===== config.mk =====
export PLATFORM = sky130hd
export DESIGN_NAME = sata_dma_command_builder_flat
export DESIGN_NICKNAME = d
export VERILOG_FILES = /design/src/sv/sdcb_pkg.sv /design/src/sv/sdcb_if.sv /design/src/sv/sdcb_front.sv /design/src/sv/sdcb_queue.sv /design/src/sv/sdcb_back.sv /design/src/sv/sata_dma_command_builder.sv /design/src/flat_wrapper.sv
export SDC_FILE = /design/constraint.sdc
export NUM_CORES = 1
export LEC_CHECK = 0
export BUFFER_PORTS_ARGS = -buffer_cell sky130_fd_sc_hd__buf_4
export CELL_PAD_IN_SITES_DETAIL_PLACEMENT = 0
export CELL_PAD_IN_SITES_GLOBAL_PLACEMENT = 1
export CORE_AREA = 2 2 197 296
export CTS_CLUSTER_DIAMETER = 150
export DETAILED_ROUTE_END_ITERATION = 10
export DIE_AREA = 0 0 199 298
export PLACE_DENSITY = 0.73
export RECOVER_POWER = 50
export SKIP_LAST_GASP = 1
export SYNTH_ARGS = -nofsm -noshare
export SYNTH_HDL_FRONTEND = slang
export SYNTH_SLANG_ARGS = --single-unit

===== constraint.sdc =====
create_clock -name clock -period 10.5 [get_ports clock]
set_input_delay 0 -clock clock [delete_from_list [all_inputs] [get_ports clock]]
set_output_delay 0 -clock clock [all_outputs]
set_load 0.02 [all_outputs]

===== src/sv/sdcb_pkg.sv =====
// Package with the constants, types and codes of the SATA DMA command builder.
package sdcb_pkg;

   localparam int MAX_ENTRIES  = 8;
   localparam int CHUNK_BYTES  = 8192;
   localparam int SLOT_COUNT   = 32;
   localparam int SECTOR_BYTES = 512;

   localparam int OPCODE_W      = 1;
   localparam int LBA_W         = 48;
   localparam int SECTOR_CNT_W  = 16;
   localparam int ADDR_W        = 64;
   localparam int BUSY_W        = 32;
   localparam int KIND_W        = 2;
   localparam int SLOT_W        = 5;
   localparam int ENTRY_INDEX_W = 3;
   localparam int COUNT_WORD_W  = 32;
   localparam int ENTRY_TOTAL_W = 4;
   localparam int ATA_CMD_W     = 8;

   // Derived widths. CHUNK_BYTES and SECTOR_BYTES are powers of two.
   localparam int SECTOR_SHIFT = $clog2(SECTOR_BYTES);
   localparam int CHUNK_SHIFT  = $clog2(CHUNK_BYTES);
   localparam int BYTES_W      = SECTOR_CNT_W + SECTOR_SHIFT;
   localparam int CHUNKS_W     = BYTES_W + 1;
   localparam int TOTAL_W      = $clog2(MAX_ENTRIES + 1);
   localparam int IDX_W        = (MAX_ENTRIES > 1) ? $clog2(MAX_ENTRIES) : 1;
   localparam int SIZE_W       = CHUNK_SHIFT + 1;

   localparam logic [ADDR_W-1:0]    PHYS_OFFSET = 64'hFFFF_FF00_0000_0000;
   localparam logic [ATA_CMD_W-1:0] ATA_READ_DMA_EXT  = 8'h25;
   localparam logic [ATA_CMD_W-1:0] ATA_WRITE_DMA_EXT = 8'h35;
   localparam int FINAL_BIT = COUNT_WORD_W - 1;

   localparam int QUEUE_DEPTH = 2;
   localparam int QPTR_W      = (QUEUE_DEPTH > 1) ? $clog2(QUEUE_DEPTH) : 1;
   localparam int QCNT_W      = $clog2(QUEUE_DEPTH + 1);

   typedef enum logic [KIND_W-1:0] {
      KIND_ENTRY    = 2'd0,
      KIND_COMMAND  = 2'd1,
      KIND_NO_SLOT  = 2'd2,
      KIND_TOO_MANY = 2'd3
   } kind_type;

   typedef enum logic [1:0] {
      BACK_IDLE,
      BACK_ENTRY,
      BACK_CMD,
      BACK_ERROR
   } back_state_type;

   // Classified request as it travels from the front to the back.
   typedef struct packed {
      kind_type                 status;
      logic [SLOT_W-1:0]        slot;
      logic [TOTAL_W-1:0]       total;
      logic [SIZE_W-1:0]        last_size;
      logic [ADDR_W-1:0]        phys;
      logic [OPCODE_W-1:0]      opcode;
      logic [LBA_W-1:0]         lba;
      logic [SECTOR_CNT_W-1:0]  sector_count;
   } desc_type;

   typedef struct packed {
      logic     valid;
      desc_type desc;
   } push_type;

   typedef struct packed {
      logic     valid;
      desc_type desc;
   } head_type;

   typedef struct packed {
      kind_type                  kind;
      logic [SLOT_W-1:0]         slot;
      logic [ENTRY_INDEX_W-1:0]  entry_index;
      logic [ADDR_W-1:0]         data_address;
      logic [COUNT_WORD_W-1:0]   count_word;
      logic [ENTRY_TOTAL_W-1:0]  entry_total;
      logic [ATA_CMD_W-1:0]      ata_command;
      logic [LBA_W-1:0]          lba_out;
      logic [SECTOR_CNT_W-1:0]   count_out;
      logic                      last;
   } rsp_payload_type;

endpackage


===== src/sv/sdcb_if.sv =====
// Request and response channel interfaces of the SATA DMA command builder.
interface sdcb_req_if;
   import sdcb_pkg::*;

   logic                     valid;
   logic                     ready;
   logic [OPCODE_W-1:0]      opcode;
   logic [LBA_W-1:0]         lba;
   logic [SECTOR_CNT_W-1:0]  sector_count;
   logic [ADDR_W-1:0]        buffer_address;
   logic [BUSY_W-1:0]        busy_slots;

   modport source (output valid, opcode, lba, sector_count, buffer_address, busy_slots,
                   input ready);
   modport sink (input valid, opcode, lba, sector_count, buffer_address, busy_slots,
                 output ready);
endinterface

interface sdcb_rsp_if;
   import sdcb_pkg::*;

   logic                      valid;
   logic                      ready;
   logic [KIND_W-1:0]         kind;
   logic [SLOT_W-1:0]         slot;
   logic [ENTRY_INDEX_W-1:0]  entry_index;
   logic [ADDR_W-1:0]         data_address;
   logic [COUNT_WORD_W-1:0]   count_word;
   logic [ENTRY_TOTAL_W-1:0]  entry_total;
   logic [ATA_CMD_W-1:0]      ata_command;
   logic [LBA_W-1:0]          lba_out;
   logic [SECTOR_CNT_W-1:0]   count_out;
   logic                      last;

   modport source (output valid, kind, slot, entry_index, data_address, count_word,
                   entry_total, ata_command, lba_out, count_out, last,
                   input ready);
   modport sink (input valid, kind, slot, entry_index, data_address, count_word,
                 entry_total, ata_command, lba_out, count_out, last,
                 output ready);
endinterface


===== src/sv/sdcb_front.sv =====
// Front end: accepts requests, finds the free slot and classifies the transfer.
module sdcb_front (
   sdcb_req_if.sink          req_if,
   input  logic              queue_full,
   output sdcb_pkg::push_type push
);
   import sdcb_pkg::*;

   logic [SLOT_W-1:0]    slot;
   logic                 slot_found;
   logic [BYTES_W-1:0]   bytes;
   logic [CHUNKS_W-1:0]  chunks;
   logic [CHUNK_SHIFT-1:0] rem;
   logic                 too_many;

   // Lowest clear bit of the busy mask; scanning downward leaves the lowest hit.
   always_comb begin
      slot       = '0;
      slot_found = 1'b0;
      for (int i = SLOT_COUNT - 1; i >= 0; i--) begin
         if (!req_if.busy_slots[i]) begin
            slot       = SLOT_W'(i);
            slot_found = 1'b1;
         end
      end
   end

   assign bytes    = {req_if.sector_count, {SECTOR_SHIFT{1'b0}}};
   assign chunks   = CHUNKS_W'((CHUNKS_W'(bytes) + CHUNKS_W'(CHUNK_BYTES - 1)) >> CHUNK_SHIFT);
   assign rem      = bytes[CHUNK_SHIFT-1:0];
   assign too_many = chunks > CHUNKS_W'(MAX_ENTRIES);

   assign req_if.ready = !queue_full;

   always_comb begin
      push.valid             = req_if.valid && !queue_full;
      push.desc.status       = !slot_found ? KIND_NO_SLOT :
                               too_many    ? KIND_TOO_MANY : KIND_COMMAND;
      push.desc.slot         = slot;
      push.desc.total        = TOTAL_W'(chunks);
      push.desc.last_size    = (rem == '0) ? SIZE_W'(CHUNK_BYTES) : SIZE_W'(rem);
      push.desc.phys         = req_if.buffer_address - PHYS_OFFSET;
      push.desc.opcode       = req_if.opcode;
      push.desc.lba          = req_if.lba;
      push.desc.sector_count = req_if.sector_count;
   end

endmodule


===== src/sv/sdcb_queue.sv =====
// Short queue of classified requests between the front and the back end.
module sdcb_queue (
   input  logic               clock,
   input  logic               reset,
   input  sdcb_pkg::push_type push,
   input  logic               pop,
   output logic               full,
   output sdcb_pkg::head_type head
);
   import sdcb_pkg::*;

   desc_type            entries_ff [QUEUE_DEPTH];
   logic [QPTR_W-1:0]   wr_ptr_ff, wr_ptr_in;
   logic [QPTR_W-1:0]   rd_ptr_ff, rd_ptr_in;
   logic [QCNT_W-1:0]   count_ff, count_in;
   logic                do_pop;

   assign full   = count_ff == QCNT_W'(QUEUE_DEPTH);
   assign do_pop = pop && (count_ff != '0);

   assign head.valid = count_ff != '0;
   assign head.desc  = entries_ff[rd_ptr_ff];

   always_comb begin
      wr_ptr_in = wr_ptr_ff;
      rd_ptr_in = rd_ptr_ff;
      count_in  = count_ff;
      if (push.valid) begin
         wr_ptr_in = (wr_ptr_ff == QPTR_W'(QUEUE_DEPTH - 1)) ? '0 : wr_ptr_ff + 1'b1;
      end
      if (do_pop) begin
         rd_ptr_in = (rd_ptr_ff == QPTR_W'(QUEUE_DEPTH - 1)) ? '0 : rd_ptr_ff + 1'b1;
      end
      case ({push.valid, do_pop})
         2'b10:   count_in = count_ff + 1'b1;
         2'b01:   count_in = count_ff - 1'b1;
         default: count_in = count_ff;
      endcase
   end

   always_ff @(posedge clock) begin
      if (reset) begin
         wr_ptr_ff <= '0;
         rd_ptr_ff <= '0;
         count_ff  <= '0;
      end else begin
         wr_ptr_ff <= wr_ptr_in;
         rd_ptr_ff <= rd_ptr_in;
         count_ff  <= count_in;
      end
   end

   always_ff @(posedge clock) begin
      if (push.valid) begin
         entries_ff[wr_ptr_ff] <= push.desc;
      end
   end

endmodule


===== src/sv/sdcb_back.sv =====
// Back end: walks the scatter entries of one request and emits the command.
module sdcb_back (
   input  logic               clock,
   input  logic               reset,
   input  sdcb_pkg::head_type head,
   output logic               pop,
   sdcb_rsp_if.source         rsp_if
);
   import sdcb_pkg::*;

   back_state_type      state_ff, state_in;
   desc_type            work_ff, work_in;
   logic [IDX_W-1:0]    idx_ff, idx_in;
   logic [ADDR_W-1:0]   addr_ff, addr_in;
   logic                rsp_valid_ff, rsp_valid_in;
   rsp_payload_type     rsp_ff, rsp_in;

   logic                out_free;
   logic                is_final;
   logic [SIZE_W-1:0]   size;
   logic [COUNT_WORD_W-1:0] word;

   assign out_free = !rsp_valid_ff || rsp_if.ready;
   assign is_final = TOTAL_W'(idx_ff) == work_ff.total - 1'b1;
   assign size     = is_final ? work_ff.last_size : SIZE_W'(CHUNK_BYTES);

   // Byte-count word: size minus one, shifted up, with the low bit set and the top bit set on the final entry.
   always_comb begin
      word            = COUNT_WORD_W'({size - 1'b1, 1'b1});
      word[FINAL_BIT] = word[FINAL_BIT] | is_final;
   end

   always_comb begin
      state_in     = state_ff;
      work_in      = work_ff;
      idx_in       = idx_ff;
      addr_in      = addr_ff;
      rsp_valid_in = rsp_valid_ff && !rsp_if.ready;
      rsp_in       = rsp_ff;
      pop          = 1'b0;

      unique case (state_ff)
         BACK_IDLE: begin
            if (head.valid) begin
               pop     = 1'b1;
               work_in = head.desc;
               idx_in  = '0;
               addr_in = head.desc.phys;
               if (head.desc.status != KIND_COMMAND) begin
                  state_in = BACK_ERROR;
               end else if (head.desc.total == '0) begin
                  state_in = BACK_CMD;
               end else begin
                  state_in = BACK_ENTRY;
               end
            end
         end
         BACK_ENTRY: begin
            if (out_free) begin
               rsp_valid_in        = 1'b1;
               rsp_in              = '0;
               rsp_in.kind         = KIND_ENTRY;
               rsp_in.slot         = work_ff.slot;
               rsp_in.entry_index  = ENTRY_INDEX_W'(idx_ff);
               rsp_in.data_address = addr_ff;
               rsp_in.count_word   = word;
               rsp_in.entry_total  = ENTRY_TOTAL_W'(work_ff.total);
               idx_in              = idx_ff + 1'b1;
               addr_in             = addr_ff + ADDR_W'(CHUNK_BYTES);
               if (is_final) begin
                  state_in = BACK_CMD;
               end
            end
         end
         BACK_CMD: begin
            if (out_free) begin
               rsp_valid_in       = 1'b1;
               rsp_in             = '0;
               rsp_in.kind        = KIND_COMMAND;
               rsp_in.slot        = work_ff.slot;
               rsp_in.entry_total = ENTRY_TOTAL_W'(work_ff.total);
               rsp_in.ata_command = work_ff.opcode[0] ? ATA_WRITE_DMA_EXT : ATA_READ_DMA_EXT;
               rsp_in.lba_out     = work_ff.lba;
               rsp_in.count_out   = work_ff.sector_count;
               rsp_in.last        = 1'b1;
               state_in           = BACK_IDLE;
            end
         end
         BACK_ERROR: begin
            if (out_free) begin
               rsp_valid_in = 1'b1;
               rsp_in       = '0;
               rsp_in.kind  = work_ff.status;
               rsp_in.slot  = work_ff.slot;
               rsp_in.last  = 1'b1;
               state_in     = BACK_IDLE;
            end
         end
         default: begin
            state_in = BACK_IDLE;
         end
      endcase
   end

   always_ff @(posedge clock) begin
      if (reset) begin
         state_ff     <= BACK_IDLE;
         rsp_valid_ff <= 1'b0;
      end else begin
         state_ff     <= state_in;
         rsp_valid_ff <= rsp_valid_in;
      end
   end

   always_ff @(posedge clock) begin
      work_ff <= work_in;
      idx_ff  <= idx_in;
      addr_ff <= addr_in;
      rsp_ff  <= rsp_in;
   end

   assign rsp_if.valid        = rsp_valid_ff;
   assign rsp_if.kind         = rsp_ff.kind;
   assign rsp_if.slot         = rsp_ff.slot;
   assign rsp_if.entry_index  = rsp_ff.entry_index;
   assign rsp_if.data_address = rsp_ff.data_address;
   assign rsp_if.count_word   = rsp_ff.count_word;
   assign rsp_if.entry_total  = rsp_ff.entry_total;
   assign rsp_if.ata_command  = rsp_ff.ata_command;
   assign rsp_if.lba_out      = rsp_ff.lba_out;
   assign rsp_if.count_out    = rsp_ff.count_out;
   assign rsp_if.last         = rsp_ff.last;

endmodule


===== src/sv/sata_dma_command_builder.sv =====
// Top level of the SATA DMA command builder: front end, request queue, back end.
//
//   Channel   Direction  Carries
//   req_if    in         opcode, lba, sector_count, buffer_address, busy_slots
//   rsp_if    out        scatter entries, then one command or error item, last on the final
//
// In the back end a request is loaded, then walks its scatter entries one by one and
// ends with the command item; an error is loaded and then reported as a single item.
// The front classifies in the cycle of acceptance; the queue holds two requests.
// Reset is synchronous and clears the queue, the walker state and the output valid.
// Each side stalls on its own; the output register holds an item until it is taken.
module sata_dma_command_builder (
   input  logic       clock,
   input  logic       reset,
   sdcb_req_if.sink   req_if,
   sdcb_rsp_if.source rsp_if
);
   import sdcb_pkg::*;

   push_type push;
   head_type head;
   logic     queue_full;
   logic     pop;

   sdcb_front u_front (
      .req_if     (req_if),
      .queue_full (queue_full),
      .push       (push)
   );

   sdcb_queue u_queue (
      .clock (clock),
      .reset (reset),
      .push  (push),
      .pop   (pop),
      .full  (queue_full),
      .head  (head)
   );

   sdcb_back u_back (
      .clock  (clock),
      .reset  (reset),
      .head   (head),
      .pop    (pop),
      .rsp_if (rsp_if)
   );

endmodule


===== src/flat_wrapper.sv =====
// flat-port wrapper written by rule: the top's interface ports become plain ports
module sata_dma_command_builder_flat import sdcb_pkg::*;
  (clock, reset, req_if_valid, req_if_opcode, req_if_lba, req_if_sector_count, req_if_buffer_address, req_if_busy_slots, req_if_ready, rsp_if_valid, rsp_if_kind, rsp_if_slot, rsp_if_entry_index, rsp_if_data_address, rsp_if_count_word, rsp_if_entry_total, rsp_if_ata_command, rsp_if_lba_out, rsp_if_count_out, rsp_if_last, rsp_if_ready);
  sdcb_req_if req_if_i ();
  sdcb_rsp_if rsp_if_i ();
  input  logic clock;
  input  logic reset;
  input wire logic [$bits(req_if_i.valid)-1:0] req_if_valid;
  input wire logic [$bits(req_if_i.opcode)-1:0] req_if_opcode;
  input wire logic [$bits(req_if_i.lba)-1:0] req_if_lba;
  input wire logic [$bits(req_if_i.sector_count)-1:0] req_if_sector_count;
  input wire logic [$bits(req_if_i.buffer_address)-1:0] req_if_buffer_address;
  input wire logic [$bits(req_if_i.busy_slots)-1:0] req_if_busy_slots;
  output wire logic [$bits(req_if_i.ready)-1:0] req_if_ready;
  output wire logic [$bits(rsp_if_i.valid)-1:0] rsp_if_valid;
  output wire logic [$bits(rsp_if_i.kind)-1:0] rsp_if_kind;
  output wire logic [$bits(rsp_if_i.slot)-1:0] rsp_if_slot;
  output wire logic [$bits(rsp_if_i.entry_index)-1:0] rsp_if_entry_index;
  output wire logic [$bits(rsp_if_i.data_address)-1:0] rsp_if_data_address;
  output wire logic [$bits(rsp_if_i.count_word)-1:0] rsp_if_count_word;
  output wire logic [$bits(rsp_if_i.entry_total)-1:0] rsp_if_entry_total;
  output wire logic [$bits(rsp_if_i.ata_command)-1:0] rsp_if_ata_command;
  output wire logic [$bits(rsp_if_i.lba_out)-1:0] rsp_if_lba_out;
  output wire logic [$bits(rsp_if_i.count_out)-1:0] rsp_if_count_out;
  output wire logic [$bits(rsp_if_i.last)-1:0] rsp_if_last;
  input wire logic [$bits(rsp_if_i.ready)-1:0] rsp_if_ready;
  assign req_if_i.valid = req_if_valid;
  assign req_if_i.opcode = req_if_opcode;
  assign req_if_i.lba = req_if_lba;
  assign req_if_i.sector_count = req_if_sector_count;
  assign req_if_i.buffer_address = req_if_buffer_address;
  assign req_if_i.busy_slots = req_if_busy_slots;
  assign req_if_ready = req_if_i.ready;
  assign rsp_if_valid = rsp_if_i.valid;
  assign rsp_if_kind = rsp_if_i.kind;
  assign rsp_if_slot = rsp_if_i.slot;
  assign rsp_if_entry_index = rsp_if_i.entry_index;
  assign rsp_if_data_address = rsp_if_i.data_address;
  assign rsp_if_count_word = rsp_if_i.count_word;
  assign rsp_if_entry_total = rsp_if_i.entry_total;
  assign rsp_if_ata_command = rsp_if_i.ata_command;
  assign rsp_if_lba_out = rsp_if_i.lba_out;
  assign rsp_if_count_out = rsp_if_i.count_out;
  assign rsp_if_last = rsp_if_i.last;
  assign rsp_if_i.ready = rsp_if_ready;
  sata_dma_command_builder u_core (.clock(clock), .reset(reset), .req_if(req_if_i), .rsp_if(rsp_if_i));
endmodule

; Yosys cells after proc, flatten, opt, wreduce, memory -nomap -nowiden
; Memory sizes are Yosys's and may differ from the RTL's. A register that Yosys moved wholly into a read port is not among the register bits.
; Cells that the tools add are included.
; Widths: inputs -> output; s select.
[classes]
add_sub_neg = 10
magnitude_cmp = 1
eq_ne = 14
muxes = 97
reduce_logical = 20
[op_table]
columns = cell, n
row1 = $mux 183, 3
row2 = $pmux 183 s3, 1
row3 = $mux 5, 33
row4 = $mux 64, 2
row5 = $pmux 64 s2, 1
row6 = $add 64x14->64 const B, 1
row7 = $sub 64x64->64 const B, 1
row8 = $mux 1, 42
row9 = $mux 14, 2
row10 = $add 25x13->26 const B, 1
row11 = $mux 2, 8
row12 = $sub 14x1->14 const B, 1
row13 = $gt 13x4->1 const B, 1
row14 = $logic_not 13->1, 1
row15 = $eq 2x2->1 const B, 4
row16 = $ne 2x2->1 const B, 4
row17 = $reduce_and 4->1, 2
row18 = $mux 3, 2
row19 = $ne 2x1->1 const B, 3
row20 = $pmux 2 s3, 1
row21 = $pmux 3 s2, 1
row22 = $reduce_bool 2->1, 3
row23 = $eq 2x1->1 const B, 2
row24 = $eq 3x4->1, 1
row25 = other kinds (16), 21
[word_totals]
register_bits = 347
ramBits = 308
wordCells = 167
n_memories = 1
[mem_list]
columns = memory, depth, width, read_ports, rd_ports_with_merged_regs, write_ports, line
row1 = u_core.u_queue.entries_ff, 2, 154, 1, 1, 1, sdcb_queue.sv:12  ; desc_type entries_ff [QUEUE_DEPTH];

; Longest topological paths before layout
; Gate-level depths: netlist (run 1).
[logic_depth]
depth_word = 33
ltp_mapped = 11
ltp_nobuf = 10

; Cells and area by module
; Synthesis (run 1) repeated with hierarchy kept, for this count alone.
[hier_totals]
cells_unflattened = 1665
hier_area_um2 = 26125.1
[modules_own_cells]
columns = mod, n_inst, cells_per_inst, area_per_inst_um2, seq_area_each_um2
row1 = sdcb_back, 1, 901, 13025.0, 9609.2
row2 = sdcb_queue, 1, 502, 11327.1, 9349.0
row3 = sdcb_front, 1, 262, 1773.0, 0.0

; Least setup slack after synthesis (run 1)
; OpenSTA, ideal clock, no wires.
[synth_path]
path_type = register -> register
start = register u_core.u_back.state_ff[1]
end = register u_core.u_back.state_ff[1]
arrival_ns = 8.863
path_slack_ns = 1.566
path_stages_with_launch = 7
synth_period_minus_slack_ns = 8.934
path_cell_list = dfxtp_1 > clkbuf_1 > inv_1 > a21oi_1 > nor2_1 > a2111o_1 > a21oi_1
[synth_via]
elab_chain_cells = 4
[synth_rtl]
columns = element, line
row1 = start: declaration, sdcb_back.sv:11  ; back_state_type state_ff, state_in;
row2 = start signal: assignment, sdcb_back.sv:110  ; state_ff <= state_in;
row3 = $eq 2x2->1, sdcb_back.sv:42  ; unique case (state_ff)
row4 = $reduce_or 2->1 (no line), --
row5 = $ne 2x1->1 (no line), --
row6 = $reduce_and 4->1 (no line), --
; Several ways; a longest one is shown, not always the timed one.
; A chain may end at the register's enable or synchronous reset.

; Final worst setup path (run 1)
[layout_path]
start = register u_core.u_back.state_ff[1]
end = register u_core.u_back.addr_ff[63] (data pin)
[layout_via]
elab_chain_cells = 2
[layout_rtl]
columns = element, line
row1 = $eq 2x1->1 or $logic_not 2->1 (tied branches), sdcb_back.sv:42
row2 = $pmux 64 s2 (*), sdcb_back.sv:42
row3 = via u_core.u_back.addr_in[63], sdcb_back.sv:14  ; logic [ADDR_W-1:0] addr_ff, addr_in;
row4 = end signal: assignment, sdcb_back.sv:118  ; addr_ff <= addr_in;
row5 = end: declaration, sdcb_back.sv:14
; Mark *: on every way through the listed nets, which the timed path passes. The rest lies on a longest branch.

==> reports/metrics.yaml, run 1 <==
status:
  status: "complete, but fails checks"
  violations: "capacitance limit, slew limit"
place:
  gp_congestion: 0.856
  post-place-ws_ns: 6.78
  dpl.hpwl_um: 34700
  io_buffer_count: 329
worst_setup_path:
  worst-path-max-fanout: 86
  cpPeakStageDelay_ns: 2.85
  required_ns: 10.94
  crit_path_end_kind: "flop"
  crit_chain: "clkbuf_1, or3_1, mux2i_1, nor3_1"
  start_kind: "flop"
  crit_type: "reg -> reg"
  cpMaxStageDelayCell: "clkbuf_1"
  cp.arrival_ns: 6.10
drt:
  drtIter0Drc: 701
  drt-wirelength-per-cell_um: 19.1
  highest_layer: "met5"
  drtAntennaViolNets: 0
  dr.pass1.iters: 5
  drc: 0
  m1WireLength_um: 19900
  met2_wirelength_um: 27800
  drt_wl_total_um: 52900
  vias_per_cell: 5.02
  met3_length_um: 3190
  via_count: 13900
clock_network:
  cts_max_level: 2
  clk_latency_ns: 0.62
  tritoncts: "built"
  clock-sinks: 598
  root_buffer: "clkbuf_16"
  clock_path_buffers: 3
  path_clk_slew_ns: 0.06
  cts_inserted_buffers: 55
  cts_resized: 0
power:
  p_sw_share_pct: 32.9
  clkPwrFrac_pct: 24.1
  power.leakage_nw: 10.0
  peakVddDrop_mv: 0.186
  netSwitchingPower_w: 0.00263
  power_density_nw_per_um2: 272
  p_int_w: 0.00537
  power.share.combinational_pct: 25.6
  pwr-share-seq_pct: 50.3
floorplan:
  io_pins: 350
  start_util_pct: 41.9
  chipHeight_um: 298
  row_count: 107
  die_area_um2: 59300
  die_w_um: 199
  core-area_um2: 56600
global_routing:
  grt.total_usage_pct: 17.9
  grt_pass1_wl_um: 81000
  grt_pass1_vias: 14300
  antenna_found_initial: 5
  grt_max_degree: 87
  overflow: 0
timing:
  slew_headroom_pct: -167
  setup_viol: 0
  skew_ns: 0.0317
  setup_tns_ns: 0
  finalHoldViolCount: 0
  fmax_ghz: 0.177
  whs_ns: 0.0609
  finalCritPeriodShare_pct: 53.9
  rsz0062_at_grt: "no"
  final.setup.worst_slack_ns: 4.84
  drv_slew: 310
  worst_slew_pin_slew_ns: 4.01
  finalCriticalPeriod_ns: 5.66
run:
  maxCapViolCount: 6
synth:
  ys_seq_area_share_pct: 75.4
  synth_top_family_by_area: "simple AND/OR/NAND/NOR gates"
  async_flop_share_pct: 0
  synth-edff-count: 590
  synth_cell_types: 54
  synth_compound_area_share_pct: 4.25
  synth_warnings: 0
  syn-cell-area_um2: 23700
  synth_area_leaders: "edfxtp_1 (75%), mux2_2 (3.9%), nor2b_1 (3.0%), and3_1 (2.1%), xnor2_1 (1.5%)"
  synth_top_cell_by_area: "edfxtp_1"
  avgSynthCellArea_um2: 16.0
  synth_xor_area_share_pct: 2.32
  yosys.area_share.simple_pct: 10.4
  synth_top_area_share_pct: 74.7
  synthFlopType: "edfxtp_1"
  synth-adder-area-share_pct: 0.317
  synth_seq_cells: 598
  synthMuxAreaShare_pct: 4.91
  syn_inst: 1485
final_layout:
  drive_above_1_share_pct: 14.3
  utilization_pct: 51.9
  nNetsFinal: 2135
  multi_input_area_um2: 5360
  nFillCells: 4876
  area_growth_pct: 23.9
  seq_area_um2: 17900
hold_path:
  hold_path.class: "in -> reg"
==> placed cells by master, fill, tap and decap left out, drive strengths merged, types with 4 or more instances in the layout <==
| master | count |
|---|---|
| clkinv | 27 |
| nor3 | 17 |
| a21oi | 42 |
| clkbuf | 343 |
| nand4 | 31 |
| buf | 65 |
| inv | 17 |
| a211oi | 45 |
| and3 | 81 |
| nand2 | 53 |
| ha | 6 |
| xor2 | 20 |
| dfxtp | 8 |
| nor2 | 49 |
| o21ai | 29 |
| a31oi | 18 |
| o31ai | 5 |
| or3 | 19 |
| nor4 | 8 |
| conb | 20 |
| xnor2 | 40 |
| bufinv | 4 |
| mux2i | 23 |
| and4 | 8 |
| edfxtp | 590 |
| nor2b | 113 |
| dlygate4sd3 | 163 |
| mux2 | 83 |
| nand3 | 31 |
| or4 | 11 |
| or2 | 4 |
==> state kept, by name (all words and copies together), names as in the netlist, 4 cells and up, named ones only <==
register,cells
u_core.u_back.addr_ff,64
u_core.u_back.rsp_if.slot,5
u_core.u_back.rsp_if.data_address,64
u_core.u_back.rsp_if.entry_total,4
u_core.u_back.work_ff,81
u_core.u_back.rsp_if.count_out,16
u_core.u_back.rsp_if.count_word,7
u_core.u_back.rsp_if.lba_out,48
u_core.u_queue.entries_ff,290
==> path summary, 6_finish.rpt <==
path / startpoint / endpoint / slack (ns) / cells past startpoint
worst max register to register: u_core.u_back.state_ff[1]$_SDFFE_PP0P_ / u_core.u_back.addr_ff[63]$_DFFE_PP_ / 4.84 / 4
worst min-delay path: req_if_busy_slots[15] / u_core.u_queue.entries_ff[1][152]$_DFFE_PP_ / 0.06 / 4
worst max-delay path: u_core.u_back.state_ff[1]$_SDFFE_PP0P_ / u_core.u_back.addr_ff[63]$_DFFE_PP_ / 4.84 / 4
worst min register to register: u_core.u_back.work_ff[150]$_DFFE_PP_ / u_core.u_back.rsp_if.slot[3]$_DFFE_PP_ / 0.43 / 0
==> synth_stat cells, drive strengths merged (31+ instances only) <==
cell,n
xnor2,40
clkbuf,61
nand2,53
a21oi,42
nand3,31
nor2b,113
mux2,83
edfxtp,590
nand4,31
and3,81
nor2,49
buf,43
a211oi,45
==> power by group through the flow <==
| stage | combinational [W] | clock [W] | sequential, W |
|---|---|---|---|
| 2_1_floorplan | 0.00116 | 0 | 0.00435 |
| 3_3_place_gp | 0.00219 | 0 | 0.00406 |
| 3_5_place_dp | 0.00223 | 0 | 0.00408 |
| 4_1_cts | 0.00229 | 0.00198 | 0.00403 |
| 5_1_grt | 0.00226 | 0.00208 | 0.00410 |
| 6_report | 0.00205 | 0.00193 | 0.00402 |
==> worst max-delay path, delay by kind of cell, from the launching register on <==
kind,cells,cell delay (ns)
buf+inv,1,2.85
flops,1,1.80
simple gates,2,0.59
mux,1,0.10
==> cells by family after synthesis <==
logic type / after synthesis
mux: 106
other cells: 1
buf+inv: 119
fa+ha+maj: 6
simple gates: 436
compound gates: 158
xor+xnor: 61
flops: 598
==> per-layer routing <==
layer,vias to the layer above,global-route usage (%)
met5,-,0
met2,402,32.3
met3,97,4.21
met1,6817,20.1
li1,6594,-
met4,6,7.04
==> area by class of cell <==
| cell class | instances | share of cell area [%] |
|---|---|---|
| diodes | 2 | 0.0170 |
| clock inverters | 36 | 1.09 |
| inverters | 15 | 0.192 |
| well taps | 763 | 3.25 |
| repair buffers | 507 | 11.5 |
| flip-flops and latches | 598 | 60.9 |
| multi-input cells | 787 | 18.2 |
| clock buffers | 64 | 4.80 |
==> timing repair <==
item / in CTS / in global routing
buffers inserted: 0 / 0
hold buffers: 163 / 0
hold endpoints to repair: 305 / 0
==> stage by stage <==
step | cell area, um^2 | total power, W | cells
after floorplan | 23800 | 0.00551 | 1504
after global placement | 26900 | 0.00624 | 2507
after detailed placement | 26900 | 0.00631 | 2507
after CTS | 30200 | 0.00830 | 2770
after global routing | 29400 | 0.00844 | 2772
final | 29400 | 0.00800 | 2772
Note: power is estimated with default switching activity, not from simulation.
==> inputs of run 2 (changes only) <==
==> constraint.sdc (replaced) <==
create_clock -name clock -period 5.5 [get_ports clock]
set_input_delay 0 -clock clock [delete_from_list [all_inputs] [get_ports clock]]
set_output_delay 0 -clock clock [all_outputs]
set_load 0.02 [all_outputs]
==> reports/metrics.yaml, run 2 (synthesis gave the netlist of run 1 again) <==
floorplan:
  die_area_um2: 59300
  row_count: 107
  die_w_um: 199
  core-area_um2: 56600
  io_pins: 350
  start_util_pct: 41.9
  chipHeight_um: 298
timing:
  setup_tns_ns: 0
  setup_viol: 0
  drv_slew: 321
  whs_ns: 0.0753
  worst_slew_pin_slew_ns: 3.73
  slew_headroom_pct: -148
  skew_ns: 0.0170
  fmax_ghz: 0.237
  finalCriticalPeriod_ns: 4.21
  rsz0062_at_grt: "no"
  finalCritPeriodShare_pct: 76.6
  finalHoldViolCount: 0
clock_network:
  cts_inserted_buffers: 55
  root_buffer: "clkbuf_16"
  clk_latency_ns: 0.61
  cts_max_level: 2
  clock_path_buffers: 3
  tritoncts: "built"
  cts_setup_buffers: 0
  path_clk_slew_ns: 0.06
  clock-sinks: 598
worst_setup_path:
  crit_chain: "inv_2, clkbuf_1, nor2_4, buf_4, buf_4, a211oi_1, a21oi_1"
  cpMaxStageDelayCell: "clkbuf_1"
  crit_path_end_kind: "flop"
  start_kind: "flop"
  cp.arrival_ns: 4.54
  cpPeakStageDelay_ns: 2.15
  crit_path_frequent_cell: "buf_4"
  worst-path-max-fanout: 74
  crit_type: "reg -> reg"
  required_ns: 5.83
drt:
  dr.pass1.iters: 4
  drtAntennaViolNets: 0
  m1WireLength_um: 20800
  drtIter0Drc: 705
  vias_per_cell: 5.01
  drt_wl_total_um: 53100
  met3_length_um: 2900
  drt-wirelength-per-cell_um: 19.2
  highest_layer: "met5"
  drc: 0
  via_count: 13900
  met2_wirelength_um: 27600
global_routing:
  antenna_found_initial: 9
  grt_pass1_wl_um: 81100
  overflow: 0
  grt.total_usage_pct: 18.0
  grt_max_degree: 146
  grt_pass1_vias: 14200
place:
  gp_congestion: 0.816
  io_buffer_count: 329
  dpl.hpwl_um: 34400
final_layout:
  largestRegisters: "u_core.u_queue.entries_ff (290), u_core.u_back.work_ff (81)"
  final_cell_mix: "edfxtp_1 (590), clkbuf_1 (225), dlygate4sd3_1 (158)"
  nNetsFinal: 2130
  multi_input_area_um2: 5380
  final_common_cell: "edfxtp_1"
  largest_reg_flops: 290
  top_register: "u_core.u_queue.entries_ff"
  seq_area_um2: 17900
  drive_above_1_share_pct: 14.7
  nFillCells: 4842
  area_growth_pct: 24.3
run:
  maxCapViolCount: 4
status:
  status: "complete, but fails checks"
  violations: "capacitance limit, slew limit"
power:
  power.leakage_nw: 10.1
  peakVddDrop_mv: 0.331
  power_density_nw_per_um2: 526
hold_path:
  hold_path.class: "in -> reg"
-- run 2: cell count changes in the layout (fill, tap and decap cells not counted), sizes merged --
cell         delta
diode           +1
clkbuf          -2
inv             +1
bufinv          +4
clkinv          -5
buf             +1
dlygate4sd3     -5
-- run 2: cell type report --
type	instances	area share (%)
Clock inverter	36	1.38
Sequential cell	598	60.7
Timing Repair Buffer	502	11.4
Clock buffer	63	4.84
Inverter	15	0.191
Antenna cell	3	0.0255
Multi-Input combinational cell	787	18.2
Tap cell	763	3.24
-- run 2: path summary, 6_finish.rpt --
check                                    startpoint                                          end  slack [ns]  cells past startpoint
max          u_core.u_back.state_ff[0]$_SDFFE_PP0P_          u_core.u_back.addr_ff[33]$_DFFE_PP_        1.29                      7
min                           req_if_busy_slots[15]  u_core.u_queue.entries_ff[1][152]$_DFFE_PP_        0.08                      4
max reg2reg  u_core.u_back.state_ff[0]$_SDFFE_PP0P_          u_core.u_back.addr_ff[33]$_DFFE_PP_        1.29                      7
min reg2reg    u_core.u_back.work_ff[147]$_DFFE_PP_       u_core.u_back.rsp_if.slot[0]$_DFFE_PP_        0.42                      0
-- run 2: critical path, delay by kind of cell (launching register included) --
kind | cells | cell delay [ns]
buffers and inverters | 4 | 3.05
AO/OA/AOI/OAI | 2 | 0.48
flip-flops | 1 | 0.47
AND/OR/NAND/NOR | 1 | -0.15
-- run 2: per-stage QoR --
step	power, W	setup WS (ns)	cells	util [%]	cell area, um^2
floorplan	0.0103	0.481	1504	-	23800
global placement	0.0120	2.41	2507	47.5	26900
detailed placement	0.0121	2.30	2507	47.5	26900
CTS	0.0161	1.86	2764	53.5	30300
global route	0.0164	0.848	2767	52.0	29500
finish	0.0155	1.29	2767	52.0	29500
-- run 2: repair_timing --
| item | in CTS | in global routing |
|---|---|---|
| hold buffers | 158 | 0 |
| setup endpoints to repair | 0 | 0 |
| endpoints found under the hold margin | 296 | 0 |
| resized for setup | 0 | 0 |
-- run 2: power by group --
part	switching, W	internal (W)
sequential	0.000723	0.00696
clock	0.00164	0.00224
combinational	0.00269	0.00125
total	0.00505	0.0105
-- run 2: layer usage --
metal | GRT usage (%) | vias up
met4 | 6.18 | 10
li1 | - | 6590
met3 | 3.98 | 95
met2 | 32.2 | 358
met5 | 0 | -
met1 | 21.1 | 6823
